--- src/hw/rtl/bpc_pkg.sv ---
`default_nettype none

package bpc_pkg;

	localparam int TIMER_WIDTH_DEF = 16;

	localparam int REG_W   = 16;
	localparam int ADDR_W  = 8;
	localparam int IN_TDATA_W  = 8;
	localparam int OUT_TDATA_W = 8;
	localparam int RES_W   = 4;

	// register indexes on the config port
	localparam logic [ADDR_W-1:0] REG_ACTIVE_LOW     = 8'd0;
	localparam logic [ADDR_W-1:0] REG_DEBOUNCE_TICKS = 8'd1;
	localparam logic [ADDR_W-1:0] REG_DOUBLE_TICKS   = 8'd2;
	localparam logic [ADDR_W-1:0] REG_LONG_TICKS     = 8'd3;

	localparam logic [REG_W-1:0] DEBOUNCE_RESET = 16'd50;
	localparam logic [REG_W-1:0] DOUBLE_RESET   = 16'd300;
	localparam logic [REG_W-1:0] LONG_RESET     = 16'd1000;

	typedef struct packed {
		logic             active_low;
		logic [REG_W-1:0] debounce_ticks;
		logic [REG_W-1:0] double_window_ticks;
		logic [REG_W-1:0] long_ticks;
	} cfg_t;

	typedef struct packed {
		logic long_press;
		logic double_press;
		logic short_press;
		logic pressed;
	} res_t;

endpackage

`default_nettype wire

--- src/hw/rtl/bpc_fsm.sv ---
`default_nettype none

module bpc_fsm #(
	parameter int TIMER_WIDTH = bpc_pkg::TIMER_WIDTH_DEF
) (
	input  wire logic          clk,
	input  wire logic          arst_n,
	input  wire logic          tick,
	input  wire logic          level,
	input  wire bpc_pkg::cfg_t cfg,
	output bpc_pkg::res_t      res
);

	localparam int TW = TIMER_WIDTH;
	localparam int LW = (TW > bpc_pkg::REG_W) ? TW : bpc_pkg::REG_W;
	localparam logic [TW-1:0] TMASK = '1;

	typedef enum logic [7:0] {
		ST_RELEASED   = 8'b0000_0001,
		ST_DEBOUNCE   = 8'b0000_0010,
		ST_SHORT      = 8'b0000_0100,
		ST_AWAIT      = 8'b0000_1000,
		ST_DEB_DOUBLE = 8'b0001_0000,
		ST_DOUBLE     = 8'b0010_0000,
		ST_LONG       = 8'b0100_0000,
		ST_IGNORE     = 8'b1000_0000
	} state_t;

	state_t        st_q, st_d;
	logic          last_q, last_d;
	logic          primed_q, primed_d;
	logic [TW-1:0] cd_q, cd_d;
	logic          run_q, run_d;
	logic [TW-1:0] sr_q, sr_d;
	logic          p_short, p_double, p_long;

	logic          press;
	logic [TW-1:0] sr_inc;
	logic [LW-1:0] dw_ext, sr_ext, dw_left, long_left;
	logic          dw_gt;

	// zero raised to one, oversize clipped to the timer range
	function automatic logic [TW-1:0] sat_load(input logic [LW-1:0] t);
		if (t == '0)
			return TW'(1);
		else if (t > LW'(TMASK))
			return TMASK;
		else
			return TW'(t);
	endfunction

	assign press  = level ^ cfg.active_low;
	assign sr_inc = (sr_q != TMASK) ? sr_q + TW'(1) : sr_q;
	assign dw_ext = LW'(cfg.double_window_ticks);
	assign sr_ext = LW'(sr_inc);
	assign dw_gt  = dw_ext > sr_ext;
	assign dw_left = dw_ext - sr_ext;
	assign long_left = (cfg.long_ticks > cfg.debounce_ticks) ?
		LW'(cfg.long_ticks - cfg.debounce_ticks) : LW'(1);

	always_comb begin
		st_d     = st_q;
		last_d   = last_q;
		primed_d = primed_q;
		cd_d     = cd_q;
		run_d    = run_q;
		sr_d     = sr_q;
		p_short  = 1'b0;
		p_double = 1'b0;
		p_long   = 1'b0;
		if (!primed_q) begin
			// first tick only latches the line; a held button is ignored until release
			primed_d = 1'b1;
			last_d   = level;
			if (level != cfg.active_low)
				st_d = ST_IGNORE;
		end else begin
			sr_d = sr_inc;
			// timer expiry goes before the edge
			if (run_q) begin
				cd_d = cd_q - TW'(1);
				if (cd_d == '0) begin
					run_d = 1'b0;
					unique case (st_q)
						ST_DEBOUNCE: begin
							st_d  = ST_SHORT;
							cd_d  = sat_load(long_left);
							run_d = 1'b1;
						end
						ST_SHORT: begin
							st_d   = ST_LONG;
							p_long = 1'b1;
						end
						ST_AWAIT: begin
							st_d    = ST_RELEASED;
							p_short = 1'b1;
						end
						ST_DEB_DOUBLE: begin
							st_d     = ST_DOUBLE;
							p_double = 1'b1;
						end
						default: ;
					endcase
				end
			end
			if (level != last_q) begin
				last_d = level;
				unique case (st_d)
					ST_RELEASED: begin
						if (press) begin
							st_d  = ST_DEBOUNCE;
							cd_d  = sat_load(LW'(cfg.debounce_ticks));
							run_d = 1'b1;
						end
					end
					ST_DEBOUNCE: begin
						if (!press) begin
							st_d  = ST_RELEASED;
							run_d = 1'b0;
						end
					end
					ST_SHORT: begin
						if (!press) begin
							st_d  = ST_AWAIT;
							sr_d  = '0;
							cd_d  = sat_load(dw_ext);
							run_d = 1'b1;
						end
					end
					ST_AWAIT: begin
						if (press) begin
							st_d  = ST_DEB_DOUBLE;
							cd_d  = sat_load(LW'(cfg.debounce_ticks));
							run_d = 1'b1;
						end
					end
					ST_DEB_DOUBLE: begin
						if (!press) begin
							// bounce inside the double window: resume waiting for what is left
							if (dw_gt) begin
								st_d  = ST_AWAIT;
								cd_d  = sat_load(dw_left);
								run_d = 1'b1;
							end else begin
								st_d    = ST_RELEASED;
								run_d   = 1'b0;
								p_short = 1'b1;
							end
						end
					end
					default: begin
						if (!press)
							st_d = ST_RELEASED;
					end
				endcase
			end
		end
	end

	always_ff @(posedge clk or negedge arst_n) begin
		if (!arst_n) begin
			st_q     <= ST_RELEASED;
			last_q   <= 1'b0;
			primed_q <= 1'b0;
			cd_q     <= '0;
			run_q    <= 1'b0;
			sr_q     <= '0;
		end else if (tick) begin
			st_q     <= st_d;
			last_q   <= last_d;
			primed_q <= primed_d;
			cd_q     <= cd_d;
			run_q    <= run_d;
			sr_q     <= sr_d;
		end
	end

	assign res.pressed = (st_d == ST_DEBOUNCE) || (st_d == ST_SHORT) ||
		(st_d == ST_DEB_DOUBLE) || (st_d == ST_DOUBLE) || (st_d == ST_LONG);
	assign res.short_press  = p_short;
	assign res.double_press = p_double;
	assign res.long_press   = p_long;

	a_run_matches_state: assert property (@(posedge clk) disable iff (!arst_n)
		run_q == ((st_q == ST_DEBOUNCE) || (st_q == ST_SHORT) ||
			(st_q == ST_AWAIT) || (st_q == ST_DEB_DOUBLE)))
		else $error("timer running flag disagrees with state");

	a_run_nonzero: assert property (@(posedge clk) disable iff (!arst_n)
		run_q |-> (cd_q != '0))
		else $error("running timer holds zero");

	a_unprimed_idle: assert property (@(posedge clk) disable iff (!arst_n)
		!primed_q |-> (st_q == ST_RELEASED && !run_q))
		else $error("state moved before first tick");

endmodule

`default_nettype wire

--- src/hw/rtl/button_press_classifier.sv ---
// button press classifier
// s_* stream: one beat per timer tick, s_tdata[0] is the raw button line level.
// m_* stream: one beat per input beat, in order: pressed (bit 0), then one-tick
// pulses short_press, double_press and long_press (bits 1 to 3).
// cfg_* port: write register cfg_addr with cfg_data (0 active_low, 1 debounce
// ticks, 2 double window ticks, 3 long ticks); other indexes are dropped.
// cfg_ready is always high; write only while no beats are in flight.
// result of a tick is registered into the output register (skid register if one waits).
// throughput: one beat per cycle while s_tready is high; the state machine, timer and
// since-release counter are updated together from each accepted beat.
// a two-entry output stage (output register plus skid register) lets an input
// beat in while a result waits; s_tready drops only once both entries are full.
// reset: registers return to 0, 50, 300, 1000, the output stage empties, and
// the first tick after reset only latches the line level (a button already
// held is ignored until it is released).

`default_nettype none

module button_press_classifier #(
	parameter int TIMER_WIDTH = bpc_pkg::TIMER_WIDTH_DEF
) (
	input  wire logic                             clk,
	input  wire logic                             arst_n,
	input  wire logic                             s_tvalid,
	output logic                                  s_tready,
	input  wire logic [bpc_pkg::IN_TDATA_W-1:0]   s_tdata,  // [0] level
	output logic                                  m_tvalid,
	input  wire logic                             m_tready,
	output logic [bpc_pkg::OUT_TDATA_W-1:0]       m_tdata,  // [0] pressed, [1] short_press,
	                                                        // [2] double_press, [3] long_press
	input  wire logic                             cfg_valid,
	output logic                                  cfg_ready,
	input  wire logic [bpc_pkg::ADDR_W-1:0]       cfg_addr,
	input  wire logic [bpc_pkg::REG_W-1:0]        cfg_data
);

	bpc_pkg::cfg_t cfg_q;
	bpc_pkg::res_t res;
	bpc_pkg::res_t out_q, skid_q;
	logic          out_vld_q, skid_vld_q;
	logic          in_beat, out_beat, cfg_beat;

	assign cfg_ready = 1'b1;
	assign cfg_beat  = cfg_valid && cfg_ready;
	assign s_tready  = !skid_vld_q;
	assign in_beat   = s_tvalid && s_tready;
	assign out_beat  = m_tvalid && m_tready;

	always_ff @(posedge clk or negedge arst_n) begin
		if (!arst_n) begin
			cfg_q.active_low          <= 1'b0;
			cfg_q.debounce_ticks      <= bpc_pkg::DEBOUNCE_RESET;
			cfg_q.double_window_ticks <= bpc_pkg::DOUBLE_RESET;
			cfg_q.long_ticks          <= bpc_pkg::LONG_RESET;
		end else if (cfg_beat) begin
			unique case (cfg_addr)
				bpc_pkg::REG_ACTIVE_LOW:     cfg_q.active_low          <= cfg_data[0];
				bpc_pkg::REG_DEBOUNCE_TICKS: cfg_q.debounce_ticks      <= cfg_data;
				bpc_pkg::REG_DOUBLE_TICKS:   cfg_q.double_window_ticks <= cfg_data;
				bpc_pkg::REG_LONG_TICKS:     cfg_q.long_ticks          <= cfg_data;
				default: ;
			endcase
		end
	end

	bpc_fsm #(
		.TIMER_WIDTH(TIMER_WIDTH)
	) u_fsm (
		.clk   (clk),
		.arst_n(arst_n),
		.tick  (in_beat),
		.level (s_tdata[0]),
		.cfg   (cfg_q),
		.res   (res)
	);

	always_ff @(posedge clk or negedge arst_n) begin
		if (!arst_n) begin
			out_vld_q  <= 1'b0;
			skid_vld_q <= 1'b0;
		end else if (skid_vld_q) begin
			if (out_beat)
				skid_vld_q <= 1'b0;
		end else if (in_beat) begin
			if (out_vld_q && !out_beat)
				skid_vld_q <= 1'b1;
			else
				out_vld_q <= 1'b1;
		end else if (out_beat) begin
			out_vld_q <= 1'b0;
		end
	end

	always_ff @(posedge clk) begin
		if (skid_vld_q) begin
			if (out_beat)
				out_q <= skid_q;
		end else if (in_beat) begin
			if (out_vld_q && !out_beat)
				skid_q <= res;
			else
				out_q <= res;
		end
	end

	assign m_tvalid = out_vld_q;
	assign m_tdata  = {{(bpc_pkg::OUT_TDATA_W - bpc_pkg::RES_W){1'b0}}, out_q};

	a_skid_behind_out: assert property (@(posedge clk) disable iff (!arst_n)
		skid_vld_q |-> out_vld_q)
		else $error("skid entry held with empty output register");

	a_one_pulse: assert property (@(posedge clk) disable iff (!arst_n)
		m_tvalid |-> $onehot0({out_q.short_press, out_q.double_press, out_q.long_press}))
		else $error("more than one press pulse in a beat");

	a_full_no_accept: assert property (@(posedge clk) disable iff (!arst_n)
		(out_vld_q && skid_vld_q) |-> !s_tready)
		else $error("input taken with output stage full");

endmodule

`default_nettype wire
--- config.mk ---
export PLATFORM = sky130hd
export DESIGN_NAME = button_press_classifier
export DESIGN_NICKNAME = d
export VERILOG_FILES = /design/src/hw/rtl/bpc_pkg.sv /design/src/hw/rtl/bpc_fsm.sv /design/src/hw/rtl/button_press_classifier.sv
export SDC_FILE = /design/constraint.sdc
export NUM_CORES = 1
export LEC_CHECK = 0
export BUFFER_PORTS_ARGS = -buffer_cell sky130_fd_sc_hd__buf_2
export CORE_ASPECT_RATIO = 0.8
export CORE_UTILIZATION = 45
export CTS_CLUSTER_DIAMETER = 40
export DETAILED_ROUTE_END_ITERATION = 7
export PLACE_DENSITY = 0.65
export SLEW_MARGIN = 10
export SYNTH_ARGS = -nofsm -noshare
export SYNTH_HDL_FRONTEND = slang
export SYNTH_HIERARCHICAL = 1
export SYNTH_SLANG_ARGS = --single-unit
--- constraint.sdc ---
create_clock -name clk -period 7.05 [get_ports clk]
set_clock_uncertainty 0.1 [all_clocks]
set_input_delay 0.3525 -clock clk [delete_from_list [all_inputs] [get_ports clk]]
set_output_delay 0.3525 -clock clk [all_outputs]
set_load 0.005 [all_outputs]
==> impl_metrics.prom <==
# TYPE chip_impl_metric gauge
chip_impl_info{name="status",value="completed"} 1
chip_impl_metric{name="crit_path_max_incr_delay",unit="ps"} 840
chip_impl_metric{name="max_clock_freq",unit="GHz"} 0.166
chip_impl_metric{name="dieHeight",unit="µm"} 121
chip_impl_metric{name="async_sr_flop_fraction",unit="%"} 92.2
chip_impl_metric{name="setup_total_negative_slack",unit="ps"} 0
chip_impl_metric{name="cp_data_required_time",unit="ps"} 7060
chip_impl_metric{name="maxCapViolations",unit=""} 0
chip_impl_metric{name="path_length_in_cells_of_the_critical_path",unit=""} 22
chip_impl_metric{name="hold_viol_final",unit=""} 0
chip_impl_metric{name="die_area",unit="µm²"} 18400
chip_impl_metric{name="post_route_non_filler_standard_cell_count",unit=""} 1151
chip_impl_metric{name="boundaryPins",unit=""} 48
chip_impl_metric{name="antenna_violating_nets_post_route",unit=""} 0
chip_impl_metric{name="routed_wire_length_per_instance",unit="µm"} 19.8
chip_impl_metric{name="cp_num_buf_inv",unit=""} 0
chip_impl_metric{name="grt.total_usage",unit="%"} 26.1
chip_impl_metric{name="tightestPinTransition",unit="ps"} 1100
chip_impl_metric{name="cts.sinks",unit=""} 102
chip_impl_metric{name="worst_slack",unit="ps"} 1030
chip_impl_metric{name="grt_antenna_before_repair",unit=""} 0
chip_impl_metric{name="final-max-slew-violation-count",unit=""} 0
chip_impl_metric{name="final-setup-viol-count",unit=""} 0
chip_impl_metric{name="synth_compound_gate_area_share",unit="%"} 22.0
chip_impl_metric{name="grt.overflow.total",unit=""} 0
chip_impl_metric{name="clkLatencyLatePin",unit="ps"} 370
chip_impl_metric{name="drt-pass1-iter-count",unit=""} 7
chip_impl_metric{name="number_of_flops_mapped_to_enable_cells_by_yosys",unit=""} 8
chip_impl_info{name="cts_tree",value="done"} 1
chip_impl_metric{name="number_of_flip_flops_and_latches_in_the_synthesized_netlist",unit=""} 102
chip_impl_metric{name="r2r.worst_path.cells",unit=""} 22
chip_impl_info{name="synth_top_family_by_area",value="compound AO/OA/AOI/OAI gates"} 1
chip_impl_metric{name="portion_of_netlist_area_occupied_by_mux_cells",unit="%"} 9.15
chip_impl_metric{name="grt_first_pass_wirelength",unit="mm"} 36.0
chip_impl_metric{name="post_synth_and_or_nand_nor_area_fraction",unit="%"} 20.4
chip_impl_metric{name="cts-htree-levels",unit=""} 3
chip_impl_metric{name="cts_bufs_inserted",unit=""} 9
chip_impl_metric{name="post-route-util",unit="%"} 49.4
chip_impl_info{name="crit_start",value="u_fsm/sr_q[3]$_DFFE_PN0P_"} 1
chip_impl_info{name="cp_top_family",value="simple AND/OR/NAND/NOR gates"} 1
chip_impl_metric{name="fp-row-count",unit=""} 43
chip_impl_metric{name="synth_area",unit="µm²"} 8030
chip_impl_metric{name="synth-xor-area-share",unit="%"} 4.80
chip_impl_metric{name="number_of_cells_produced_by_synthesis",unit=""} 914
chip_impl_metric{name="remaining_drc_errors",unit=""} 0
chip_impl_metric{name="synth.yosys.seq_area_share",unit="%"} 32.5
chip_impl_info{name="yosysMostFrequentCell",value="sky130_fd_sc_hd__nand2_1"} 1
chip_impl_metric{name="clock_path_buffers",unit=""} 2
chip_impl_metric{name="post_route_cells_drive_above_1_share",unit="%"} 16.3
chip_impl_metric{name="initialDrtViolationCount",unit=""} 704
chip_impl_metric{name="clk_transition_reported_paths",unit="ps"} 70
chip_impl_metric{name="place_ws",unit="ps"} 1120
chip_impl_metric{name="arrival",unit="ps"} 6030
chip_impl_info{name="cp-start-kind",value="flip-flop"} 1
chip_impl_metric{name="cts_repair_resize_count",unit=""} 0
chip_impl_info{name="critPathCapture",value="m_tdata[0]$_DFFE_PP_"} 1
chip_impl_metric{name="count_of_antenna_diodes_in_the_layout",unit=""} 0
chip_impl_metric{name="synth.lib_cells_used.distinct",unit=""} 87
chip_impl_info{name="top_post_synthesis_cells_by_area",value="sky130_fd_sc_hd__dfrtp_1, sky130_fd_sc_hd__ha_1, sky130_fd_sc_hd__mux2_2, sky130_fd_sc_hd__dfstp_2, sky130_fd_sc_hd__nand2_1"} 1
chip_impl_info{name="hold_path_class",value="in -> reg"} 1
chip_impl_metric{name="grt_start_max_net_pins",unit=""} 66
chip_impl_metric{name="layout_min_cycle_time",unit="ps"} 6020
chip_impl_info{name="reg2reg_to",value="m_tdata[0]$_DFFE_PP_"} 1
chip_impl_metric{name="yosys_top_cell_area_share",unit="%"} 24.9
chip_impl_info{name="cts_root_buf",value="sky130_fd_sc_hd__clkbuf_16"} 1
chip_impl_info{name="post-synth-top-area-cell",value="sky130_fd_sc_hd__dfrtp_1"} 1
chip_impl_metric{name="dp_hpwl",unit="mm"} 17.2
chip_impl_metric{name="cp_max_fo",unit=""} 15
chip_impl_metric{name="reg2reg_setup_slack",unit="ps"} 1030
chip_impl_metric{name="total_power",unit="mW"} 2.42
chip_impl_metric{name="drt-total-wl",unit="mm"} 22.8
chip_impl_metric{name="finalWeightedCongestion",unit=""} 0.960
chip_impl_info{name="crit_chain",value="and3_1 -> and3_1 -> nand2_1 -> nor2_1 -> and2_1 -> nand3_1 -> nand4_1 -> nor2_1 -> xnor2_1 -> ha_1 -> nand2_1 -> or3_1 -> a211oi_1 -> o41ai_1 -> or2_2 -> nor2_1 -> nor2_1 -> nor2_1 -> a41oi_1 -> nand3_1 -> a31oi_1 -> mux2_2"} 1
chip_impl_metric{name="synth_fa_ha_area_share",unit="%"} 5.95
chip_impl_metric{name="port_buffers",unit=""} 35
chip_impl_info{name="reg2reg_from",value="u_fsm/sr_q[3]$_DFFE_PN0P_"} 1
chip_impl_info{name="critPathKind",value="reg -> reg"} 1
chip_impl_metric{name="finish.net_count",unit=""} 995
chip_impl_metric{name="synth-warning-count",unit=""} 6
chip_impl_info{name="critical-path-top-cell-by-count",value="sky130_fd_sc_hd__nor2_1"} 1
chip_impl_metric{name="relative_slew_slack",unit="%"} 26.2
chip_impl_metric{name="first_global_vias",unit=""} 6389
chip_impl_info{name="critPathCaptureType",value="flip-flop"} 1
chip_impl_metric{name="power_density_over_the_cells",unit="nW/µm²"} 282
chip_impl_info{name="critical-path-slowest-cell",value="sky130_fd_sc_hd__nor2_1"} 1
chip_impl_metric{name="design.core.area",unit="µm²"} 17400
chip_impl_info{name="synth.cells.most_frequent",value="sky130_fd_sc_hd__nand2_1, sky130_fd_sc_hd__nor2_1, sky130_fd_sc_hd__dfrtp_1"} 1
chip_impl_metric{name="avgViaCountPerCell",unit=""} 6.14
chip_impl_metric{name="power.static_leakage",unit="nW"} 3.63
chip_impl_metric{name="final_min_period_over_clock_period",unit="%"} 85.4
chip_impl_metric{name="initial_utilization",unit="%"} 46.2
chip_impl_info{name="postSynth.topFlopCell",value="sky130_fd_sc_hd__dfrtp_1"} 1
chip_impl_metric{name="die_w",unit="µm"} 151
chip_impl_metric{name="irDropWorstVdd",unit="V"} 0.000114
chip_impl_metric{name="detailroute.via_count",unit=""} 7072
chip_impl_metric{name="synthesis.area_per_instance",unit="µm²"} 8.79
chip_impl_info{name="grt_setup_unrepaired",value="false"} 1
chip_impl_metric{name="dp.cells",unit=""} 1134
chip_impl_metric{name="synthToLayoutAreaGrowth",unit="%"} 6.95
worst min-delay path by stage:
stage / startpoint / to / slack (ps) / cells after the start
floorplan: arst_n / cfg_q[0]$_DFFE_PN0P_ / -40 / 0
global placement: arst_n / u_fsm/sr_q[2]$_DFFE_PN0P_ / 210 / 1
finish: m_tready / skid_vld_q$_DFF_PN0_ / 90 / 2
global route: m_tready / skid_vld_q$_DFF_PN0_ / 100 / 2
CTS: m_tready / skid_vld_q$_DFF_PN0_ / 80 / 2
detailed placement: arst_n / u_fsm/sr_q[2]$_DFFE_PN0P_ / 210 / 1
per-layer routing:
layer / global-route usage, % / part of all wire (%)
met1: 38.2 / 48
met2: 37.4 / 42
met3: 7.07 / 8.8
met4: 6.31 / 1.4
met5: 0 / 0
state kept, by name, indices dropped and copies added, names as in the netlist:
name / flops
u_fsm/run_q: 1
u_fsm/sr_q: 16
m_tvalid: 1
skid_q: 4
u_fsm/last_q: 1
u_fsm/cd_q: 16
skid_vld_q: 1
u_fsm/primed_q: 1
cfg_q: 49
m_tdata: 4
u_fsm/st_q: 8
timing repair:
item                                   in CTS  in global routing
buffers inserted                            0                  0
endpoints found under the hold margin      28                  0
hold buffers                                1                  0
layout by cell type (no fill, tap or decap), drive strengths merged, types with 6 or more instances in the layout:
cell type / Yosys / layout
inv: 38 / 41
clkbuf: 32 / 10
or3: 9 / 9
nand4: 12 / 12
xor2: 19 / 19
buf: 17 / 41
o22ai: 9 / 9
nor2: 82 / 82
nand3: 18 / 18
xnor2: 25 / 25
a221oi: 6 / 6
and3: 13 / 13
a21boi: 6 / 6
a222oi: 8 / 8
a211oi: 9 / 9
ha: 35 / 35
nor3: 24 / 24
dfrtp: 80 / 80
o21a: 12 / 12
a31oi: 11 / 11
a21oi: 67 / 67
dfstp: 14 / 14
mux2: 55 / 55
edfxtp: 8 / 8
o31ai: 10 / 10
nor2b: 10 / 10
nor4: 19 / 19
o21ai: 65 / 65
nand2: 86 / 86
and2: 10 / 10
a21o: 16 / 16
nand3b: 6 / 6
through the flow:
stage | hold WS (ps) | instance area, µm²
after floorplan | -43.1 | 8040
after global placement | 213 | 8280
after detailed placement | 214 | 8280
after CTS | 84.8 | 8590
after global routing | 98.0 | 8590
final | 91.0 | 8590
power breakdown:
| part | total [mW] | switching (mW) | internal (mW) | leakage (nW) |
|---|---|---|---|---|
| logic | 1.05 | 0.627 | 0.427 | 2.21 |
| registers | 0.849 | 0.158 | 0.691 | 1.27 |
| clock network | 0.516 | 0.257 | 0.260 | 0.146 |
| total | 2.42 | 1.04 | 1.38 | 3.63 |
cell families after synthesis:
logic type	count (synthesis)
adder cells (fa/ha/maj)	37
other	2
XOR/XNOR	44
buffers and inverters	87
AND/OR/NAND/NOR	316
flip-flops	102
multiplexers	59
AO/OA/AOI/OAI	267
area by class of cell:
| class | count | area (µm²) |
|---|---|---|
| fill | 1640 | 8790 |
| multi-input combinational | 728 | 5020 |
| sequential | 102 | 2610 |
| tap | 225 | 282 |
| clock buffer | 10 | 239 |
| timing repair buffer | 42 | 233 |
| inverter | 38 | 143 |
| clock inverter | 6 | 63.8 |
No activity file was read; power rests on OpenSTA's default activity.
